$ cat src/hdl/assert_macros.svh
// assertion macros used by interval_range_table
`ifndef ASSERT_MACROS_SVH
`define ASSERT_MACROS_SVH

// same-cycle implication, sampled on clk, off while arst_n is low
`define IRT_ASSERT_IMP(lbl, ante, cons, msg) \
	lbl: assert property (@(posedge clk) disable iff (!arst_n) (ante) |-> (cons)) \
		else $error(msg);

// next-cycle implication, sampled on clk, off while arst_n is low
`define IRT_ASSERT_NXT(lbl, ante, cons, msg) \
	lbl: assert property (@(posedge clk) disable iff (!arst_n) (ante) |=> (cons)) \
		else $error(msg);

`endif

$ cat src/hdl/irt_pkg.sv
// types and constants of the interval range table
package irt_pkg;

	localparam int KEY_W    = 32;
	localparam int VAL_W    = 8;
	localparam int STATUS_W = 2;

	typedef logic signed [KEY_W-1:0] key_t;
	typedef logic [VAL_W-1:0]        val_t;

	typedef enum logic [STATUS_W-1:0] {
		ST_DONE  = 2'd0,
		ST_EMPTY = 2'd1,
		ST_FULL  = 2'd2
	} status_t;

	typedef enum logic {
		CMD_LOOKUP = 1'b0,
		CMD_ASSIGN = 1'b1
	} cmd_t;

	// per-cycle command to every cell of the row
	typedef struct packed {
		logic probe;
		logic shl;
		logic ins;
	} irt_ctl_t;

	// what a cell shows its neighbors
	typedef struct packed {
		key_t key;
		val_t value;
		logic lt;
		logic b;
		logic g;
		logic le;
		logic inr;
	} irt_link_t;

	// stands in for the missing neighbors past either end of the row
	localparam irt_link_t LINK_EDGE = '{
		key: '0, value: '0, lt: 1'b1, b: 1'b0, g: 1'b0, le: 1'b0, inr: 1'b0
	};

endpackage

$ cat src/hdl/irt_cell.sv
// one breakpoint cell of the sorted row
module irt_cell import irt_pkg::*; #(
	parameter int CNT_W = 7,
	parameter int INDEX = 0
) (
	input  logic             clk,
	input  logic             arst_n,
	input  irt_ctl_t         ctl,
	input  logic [CNT_W-1:0] count,
	input  key_t             start,
	input  key_t             stop,
	input  key_t             probe,
	input  val_t             new_value,
	input  val_t             old_value,
	input  irt_link_t        nxt,
	input  irt_link_t        prv1,
	input  irt_link_t        prv2,
	output irt_link_t        self,
	output logic             hit,
	output logic             pair,
	output val_t             sel_value
);

	localparam logic [CNT_W-1:0] IDX = CNT_W'(INDEX);

	key_t key_q;
	val_t val_q;
	logic hit_q;
	logic occ, ge, le, le_stop;
	logic lt, b, g, lep, inr;

	always_comb begin
		occ     = IDX < count;
		ge      = key_q >= start;
		le      = key_q <= probe;
		le_stop = key_q <= stop;
		lt      = occ & ~ge;
		g       = occ & ge;
		lep     = occ & le;
		inr     = g & le_stop;
		// first cell at or above start: where the new breakpoint goes
		b       = ~lt & prv1.lt;
	end

	always_ff @(posedge clk) begin
		if (ctl.shl && g) begin
			key_q <= nxt.key;
			val_q <= nxt.value;
		end else if (ctl.ins) begin
			if (b) begin
				key_q <= start;
				val_q <= new_value;
			end else if (prv1.b) begin
				key_q <= stop;
				val_q <= old_value;
			end else if (prv2.g) begin
				key_q <= prv2.key;
				val_q <= prv2.value;
			end
		end
	end

	// last entry not above the probe key
	always_ff @(posedge clk or negedge arst_n) begin
		if (!arst_n) begin
			hit_q <= 1'b0;
		end else if (ctl.probe) begin
			hit_q <= lep & ~nxt.le;
		end
	end

	assign self = '{key: key_q, value: val_q, lt: lt, b: b, g: g, le: lep, inr: inr};
	assign hit       = hit_q;
	assign pair      = inr & nxt.inr;
	assign sel_value = hit_q ? val_q : '0;

endmodule

$ cat config.mk
export PLATFORM = sky130hd
export DESIGN_NAME = irt_cell
export DESIGN_NICKNAME = d
export VERILOG_FILES = /design/src/hdl/assert_macros.svh /design/src/hdl/irt_pkg.sv /design/src/hdl/irt_cell.sv
export SDC_FILE = /design/constraint.sdc
export NUM_CORES = 1
export LEC_CHECK = 0
export BUFFER_PORTS_ARGS = -buffer_cell sky130_fd_sc_hd__buf_2
export CORE_AREA = 2 2 121 123
export CTS_CLUSTER_SIZE = 14
export DETAILED_ROUTE_END_ITERATION = 12
export DIE_AREA = 0 0 123 125
export GPL_ROUTABILITY_DRIVEN = 0
export HOLD_SLACK_MARGIN = 0.06
export PLACE_DENSITY = 0.83
export RECOVER_POWER = 50
export SLEW_MARGIN = 40
export SYNTH_ARGS = -nofsm -noshare
export SYNTH_HDL_FRONTEND = slang
export SYNTH_SLANG_ARGS = --single-unit
$ cat constraint.sdc
create_clock -name clk -period 3.3 [get_ports clk]
set_input_delay 0.33 -clock clk [delete_from_list [all_inputs] [get_ports clk]]
set_output_delay 0.33 -clock clk [all_outputs]
set_load 0.01 [all_outputs]
==> run metrics, run 1 <==
core area=0.0142 sq mm; synthesized area=0.00536 sq mm; row cnt=44; vias per inst=5.36; die height=125 microns; Mapped Cells=602; RSZ-0062 raised after global routing=false; EDFF count, synth=40; First DRT Iteration DRCs=236; Worst path slowest cell=a2111oi_1; most common cell after layout, fill and taps aside=buf_2; Yosys reg bits=41; most frequent cells in the layout=buf_2 (215), inv_1 (98), ha_1 (96); Layout area overhead=30.7%; post-route cell area=0.00701 sq mm; Num CTS Buffers=5; Post-synth top flop=edfxtp_1; critical path class=reg -> out; r2r setup slk=0.29 ns; Worst Setup SP=key_q[17]; DRT Pass-1 Iters=5; total power=5.03 mW; Synth warnings=0; f_max=315 MHz; maximum vdd drop=339 uV; gr usage total=23.1%; final hold vios=0; Area after DPL=0.00685 sq mm; vias after detailed routing=5562; Post-synth ARST share=2.44%; share of cells above drive strength 1=33.8%; DRC=0; Tightest Pin Transition=0.563 ns; Clock transition at path regs=0.06 ns; crit path cell chain=ha_1 > a21o_1 > a21oi_1 > nor2_1 > a2111oi_1 > o21bai_1 > a221oi_2 > and3b_1 > buf_2; Clock Path Buffers=2; top cells by area, synth=edfxtp_1 (22%), ha_1 (22%), mux2_2 (8.4%), inv_1 (6.9%), a221o_1 (6.0%); vias in the first global route=5618; slew margin rel.=62.1%; Die X=123 microns; DP Wirelength=14.3 mm; nets@finish=1207; syn nets=957; IO Port Bufs=263; H-tree depth=2; global route overflow=0; post-synth cell types=48; setup violators final=0; Pleak=3.59 nW; die area=0.0154 sq mm; IO Pins=314; CP endpoint kind=output port; status=completed; first-pass GRT wire length=27.7 mm; area share of the largest cell type after synthesis=22.4%; reg2reg path depth=9; Max Cap Viol=0; cell taking the most area after synthesis=edfxtp_1; Setup TNS Final=0 ns; ant diodes=0; wire length per cell=17.4 microns; sequential area share after synthesis=22.9%; Period Utilization, post-route=96.3%; Routed Antenna Nets=0; Clock Latency Late Sink=0.30 ns; fin crit period=3.18 ns; Crit Path Max Fanout=4; CP endpoint=pair; pwr dens=718 mW/mm^2; clock sink count=41; initial core utilization=37.7%; Critical Path RT=2.97 ns; Tightest Hold Check Type=in -> reg; Max stage delay on crit path=0.46 ns; WP data arrival=2.85 ns; Post-Route WL=18.0 mm; Avg Cell Area, Syn=8.91 sq um; pin count of the biggest net entering global routing=42; type of origin of the critical path=flop; max-slew violation count=0; clock skew=0.00883 ns; FF-to-FF End=key_q[17]; CTS tree=built; FF-to-FF Start=key_q[19]; Clock Tree Root=clkbuf_16; initial antenna violation count=0
[where the power goes]
| part | switching (mW) | internal (mW) | leakage (nW) | total (mW) |
|---|---|---|---|---|
| logic | 1.74 | 1.39 | 3.09 | 3.13 |
| clock network | 0.226 | 0.378 | 0.0831 | 0.605 |
| registers | 0.315 | 0.985 | 0.418 | 1.30 |
[state kept, by name, indices dropped and copies added (netlist names)]
name   count
hit        1
key_q     32
val_q      8
[critical path, delay by kind of cell (launching register included)]
family                     cells  cell delay (ns)
AOI/OAI and AO/OA              5             1.37
DFF                            1             0.45
adders and majority gates      1             0.33
and+or+nand+nor                2             0.28
buffers and inverters          1             0.13
[kinds of logic after synthesis]
logic type	after synthesis	synth area share [%]
AOI/OAI and AO/OA	154	22.6
adders and majority gates	96	22.4
buffers and inverters	131	10.3
DFF	41	22.9
muxes	48	9.99
and+or+nand+nor	132	11.8
[through the flow]
step	worst slack (ns)	util, %	instances	hold WS, ns
floorplan	0.273	-	602	0.0344
global placement	0.174	48.2	1028	0.105
detailed placement	0.210	48.2	1028	0.106
CTS	0.0350	49.6	1037	0.264
global route	0.00785	49.3	1037	0.277
finish	0.122	49.3	1037	0.281
[cell usage after synthesis, drive strengths merged (2+ instances only)]
cell,number
o22ai,2
nor2,50
nand4,14
o21ai,16
edfxtp,40
a21oi,25
a21o,12
o21a,5
ha,96
a2111oi,2
nand2,29
o21bai,4
a221oi,34
o31ai,5
mux2i,7
buf,17
a221o,32
clkbuf,16
a211oi,8
a211o,2
o211ai,4
and4,3
nor4,4
mux2,41
nand3,3
nor2b,4
nand2b,2
nor3,8
inv,98
and2,9
[timing repair]
action | in CTS | in global routing
resized for setup | 3 | 6
cloned | 0 | 0
pin swaps | 0 | 0
hold buffers | 1 | 0
endpoints found under the setup margin | 1 | 4
hold endpoints to repair | 1 | 0
setup buffers | 0 | 0
[metal layers]
layer | track usage [%] | vias up | routed length [microns]
met5 | 0 | - | 0
met4 | 7.09 | 0 | 411
met3 | 5.16 | 34 | 1330
met1 | 27.0 | 2529 | 7370
met2 | 41.4 | 248 | 8890
li1 | - | 2751 | -
[cell type report]
type	count	area (sq um)
well taps	184	230
flip-flops and latches	41	1230
clock buffers	6	139
inverters	98	368
clock inverters	2	37.5
fillers	1372	7200
multi-input cells	430	3620
repair buffers	276	1380
[how the worst min path moves through the flow]
stage                 from  endpoint  slack (ns)  cells past startpoint
finish              ctl[2]       hit        0.28                      2
global route        ctl[2]       hit        0.28                      2
CTS                 ctl[2]       hit        0.26                      2
detailed placement  arst_n       hit        0.11                      1
global placement    arst_n       hit        0.10                      1
floorplan           arst_n       hit        0.03                      0
(Power assumes the default switching activity.)
==> run 2, diff against run 1 <==
CELL_PAD_IN_SITES_DETAIL_PLACEMENT = 1   (was not set)
CELL_PAD_IN_SITES_GLOBAL_PLACEMENT = 1   (was not set)
CORE_AREA = not set   (was 2 2 121 123)
CORE_MARGIN = 1.5   (was not set)
CORE_UTILIZATION = 29   (was not set)
DIE_AREA = not set   (was 0 0 123 125)
PLACE_DENSITY = 0.89   (was 0.83)
==> run metrics, run 2 (synthesized netlist as in run 1, its figures left out) <==
fin crit period=3.18 ns; Clock Latency Late Sink=0.29 ns; clock skew=0.00685 ns; f_max=315 MHz; CTS tree=built; First DRT Iteration DRCs=175; CP endpoint kind=output port; grt met3 use=4.70%; Setup TNS Final=0 ns; gr usage total=22.1%; CP endpoint=self[3]; maximum vdd drop=437 uV; Final WS setup=0.121 ns; first-pass GRT wire length=33.8 mm; DRC=0; total power=5.27 mW; Post-Route WL=21.3 mm; sequential power share=24.9%; Clock Path Buffers=2; met1 usage=26.1%; post-route cell area=0.00716 sq mm; pin count of the biggest net entering global routing=47; vias after detailed routing=5830; share of cells above drive strength 1=35.7%; part of the power in combinational logic=64.6%; Layout area overhead=33.5%; Clock transition at path regs=0.07 ns; initial antenna violation count=1; Reg with most FFs=key_q; Area after DPL=0.00694 sq mm; r2r setup slk=0.17 ns; vias in the first global route=6558; Pint=2.79 mW; most common cell after layout, fill and taps aside=buf_2; pwr dens=736 mW/mm^2; layer with the highest usage=met2; max-slew violation count=0; final core utilization=39.7%; Max Cap Viol=0; Worst Setup SP=key_q[17]; Crit Path Max Fanout=9; wire length per cell=19.5 microns; Tightest Pin Transition=0.567 ns; GR Layer Usage met2=39.1%; DP Wirelength=17.2 mm; global route overflow=0; slew margin rel.=62.2%; IO Port Bufs=263; nets@finish=1215; Period Utilization, post-route=96.3%; core area=0.0180 sq mm; FF-to-FF End=key_q[20]; status=completed; die area=0.0193 sq mm; setup violators final=0; max FFs per register=32; clock share of power=10.5%; # fillers=2234; clock sink count=41; final hold slack=0.228 ns; most frequent cells in the layout=buf_2 (220), inv_1 (98), ha_1 (96); reg2reg path depth=10; Critical Path RT=2.97 ns; row cnt=49; Num CTS Buffers=5; Clock Tree Root=clkbuf_16; Net Switching=2.48 mW; post-route insts no fill=1091; IO Pins=314; Die X=139 microns; final hold vios=0; DRT Pass-1 Iters=4; Tightest Hold Check Type=in -> reg; Place WS=0.166 ns; H-tree depth=2; FF-to-FF Start=key_q[17]; type of origin of the critical path=flop; Routed Antenna Nets=0; placed cells=1076; critical path class=reg -> out; initial core utilization=29.7%; vias per inst=5.34; WP data arrival=2.85 ns; Sw Ratio=47.0%; Pleak=3.64 nW; die height=139 microns
==> run 2: cell types whose count changed in the layout (fill, tap and decap cells not counted), moves of 2 or more <==
cell      change
buf_2         +5
nor3_1        -3
nor3_2        +3
a211oi_1      -2
a211oi_2      +2
buf_4         +2
clkbuf_1      -2
clkbuf_4      +2
==> run 2: per-layer routing <==
layer	up-vias	part of all wire [%]
met3	34	6.2
met1	2789	42
li1	2765	-
met2	240	49
met4	2	2.4
met5	-	0.061
==> run 2: final cells by class <==
type | count | area, sq um | area share, %
Antenna cell | 1 | 2.50 | 0.0350
Clock buffer | 7 | 153 | 2.13
Clock inverter | 1 | 5.00 | 0.0699
Inverter | 98 | 368 | 5.14
Multi-Input combinational cell | 430 | 3670 | 51.3
Sequential cell | 41 | 1230 | 17.1
Tap cell | 229 | 287 | 4.00
Timing Repair Buffer | 284 | 1450 | 20.2
==> run 2: repair_timing <==
action | CTS | global route
hold buffers | 1 | 0
pin swaps | 0 | 2
endpoints found under the setup margin | 2 | 5
setup buffers | 0 | 5
endpoints found under the hold margin | 1 | 0
gates resized for setup | 5 | 12
==> run 2: how the worst min path moves through the flow <==
stage / start / endpoint / slack (ns) / cells past startpoint
3_3_place_gp: arst_n / hit / 0.11 / 1
6_report: ctl[2] / hit / 0.23 / 2
2_1_floorplan: arst_n / hit / 0.03 / 0
5_1_grt: ctl[2] / hit / 0.24 / 2
3_5_place_dp: arst_n / hit / 0.11 / 1
4_1_cts: ctl[2] / hit / 0.21 / 2
==> run 2: critical path: stages (launching register included) <==
cell and delay, ns:
edfxtp_1 0.46, ha_1 0.33, a21oi_1 0.17, o21a_1 0.17, o22ai_1 0.10, o31a_1 0.29, mux2_4 0.38, o31ai_4 0.27
buf_6 0.21, inv_1 0.06, buf_2 0.13
==> run 2: power groups by stage <==
stage / logic, mW / clock network (mW) / registers [mW]
global route: 3.80 / 0.583 / 1.36
global placement: 3.16 / 0 / 1.33
finish: 3.40 / 0.551 / 1.31
CTS: 3.39 / 0.574 / 1.32
floorplan: 2.03 / 0 / 1.34
detailed placement: 3.34 / 0 / 1.33
==> run 3, diff against run 2 <==
CORE_MARGIN = not set   (was 1.5)
CORE_UTILIZATION = 32   (was 29)
PLACE_DENSITY = 0.92   (was 0.89)
clock period = 3.2 ns   (was 3.3 ns; I/O delays follow)
==> run metrics, run 3 (synthesized netlist as in run 1, its figures left out) <==
vias in the first global route=6524; Tightest Hold Check Type=in -> reg; IO Pins=314; First DRT Iteration DRCs=203; setup violators final=0; Routed Antenna Nets=0; initial core utilization=33.3%; Post-Route WL=21.2 mm; Reg with most FFs=key_q; Clock Path Buffers=2; critical path class=reg -> out; Layout area overhead=34.1%; vias per inst=5.43; gr usage total=24.4%; vias after detailed routing=5867; Num CTS Buffers=5; core area=0.0161 sq mm; CTS tree=built; final hold vios=0; max FFs per register=32; slew margin rel.=57.8%; pin count of the biggest net entering global routing=43; type of origin of the critical path=flop; Clock Tree Root=clkbuf_16; nets@finish=1216; Tightest Pin Transition=0.627 ns; clock sink count=41; status=completed; CP endpoint kind=output port; Place WS=0.147 ns; fin crit period=3.09 ns; global route overflow=0; Max Cap Viol=0; pwr dens=758 mW/mm^2; Area after DPL=0.00695 sq mm; Pleak=3.69 nW; Clock Latency Late Sink=0.30 ns; H-tree depth=2; Crit Path Max Fanout=15; Die X=131 microns; Clock transition at path regs=0.07 ns; first-pass GRT wire length=33.0 mm; RSZ-0062 raised after global routing=false; DP Wirelength=17.5 mm; die area=0.0173 sq mm; f_max=323 MHz; wire length per cell=19.6 microns; post-route insts no fill=1080; Setup TNS Final=0 ns; maximum vdd drop=386 uV; initial antenna violation count=2; die height=131 microns; clock skew=0.00865 ns; Critical Path RT=2.88 ns; most frequent cells in the layout=buf_2 (222), inv_1 (98), ha_1 (95); Final WS setup=0.108 ns; IO Port Bufs=263; most common cell after layout, fill and taps aside=buf_2; row cnt=46; placed cells=1063; share of cells above drive strength 1=36.2%; post-route cell area=0.00719 sq mm; WP data arrival=2.77 ns; Period Utilization, post-route=96.6%; DRT Pass-1 Iters=4; DRC=0; max-slew violation count=0; total power=5.45 mW
## run 3: stage by stage
stage	hold slack, ns	utilization (%)
floorplan	0.0244	-
global placement	0.0954	43.1
detailed placement	0.0972	43.1
CTS	0.233	44.4
global route	0.240	44.6
finish	0.243	44.6
## run 3: worst paths after layout
path	startpoint	slack (ns)	cells after the start	to
max in group asynchronous	arst_n	2.78	2	hit
worst min register to register	hit	0.77	2	hit
worst max register to register	key_q[17]	0.17	9	key_q[12]
worst min-delay path	ctl[2]	0.24	2	hit
worst max-delay path	key_q[17]	0.11	9	self[4]
min in group asynchronous	arst_n	0.32	2	hit
## run 3: cell type report
class	count	area, sq um
fill	2028	8930
clock buffer	6	129
sequential	41	1230
antenna	2	5.00
inverter	98	368
timing repair buffer	285	1500
clock inverter	2	10.0
multi-input combinational	430	3680
tap	216	270
## run 3: routing by layer
metal  share of wire [%]  global-route usage, %  vias to the layer above
li1                    -                      -                     2774
met1                  41                   27.6                     2786
met5                   0                      0                        -
met3                 5.9                   4.71                       43
met4                 3.1                   9.88                        0
met2                  50                   44.4                      264
## run 3: what timing repair did
action | in CTS | in global routing
pin swaps | 1 | 4
setup endpoints to repair | 3 | 6
gates resized for setup | 9 | 11
hold buffers | 1 | 0
endpoints found under the hold margin | 1 | 0
buffers inserted | 2 | 4
## run 3: critical path, stage by stage, from the launching register on
cell and delay [ns]:
edfxtp_1 0.45, ha_1 0.32, a21oi_1 0.16, o21a_1 0.18
o22ai_1 0.10, o31a_1 0.27, mux2_4 0.37, nor3_4 0.19
buf_4 0.25, buf_2 0.17
## run 3: power by group
group | switching, mW | leakage [nW] | internal, mW
Sequential | 0.349 | 0.418 | 1.02
Clock | 0.242 | 0.0706 | 0.288
Combinational | 1.97 | 3.20 | 1.59
Total | 2.56 | 3.69 | 2.89
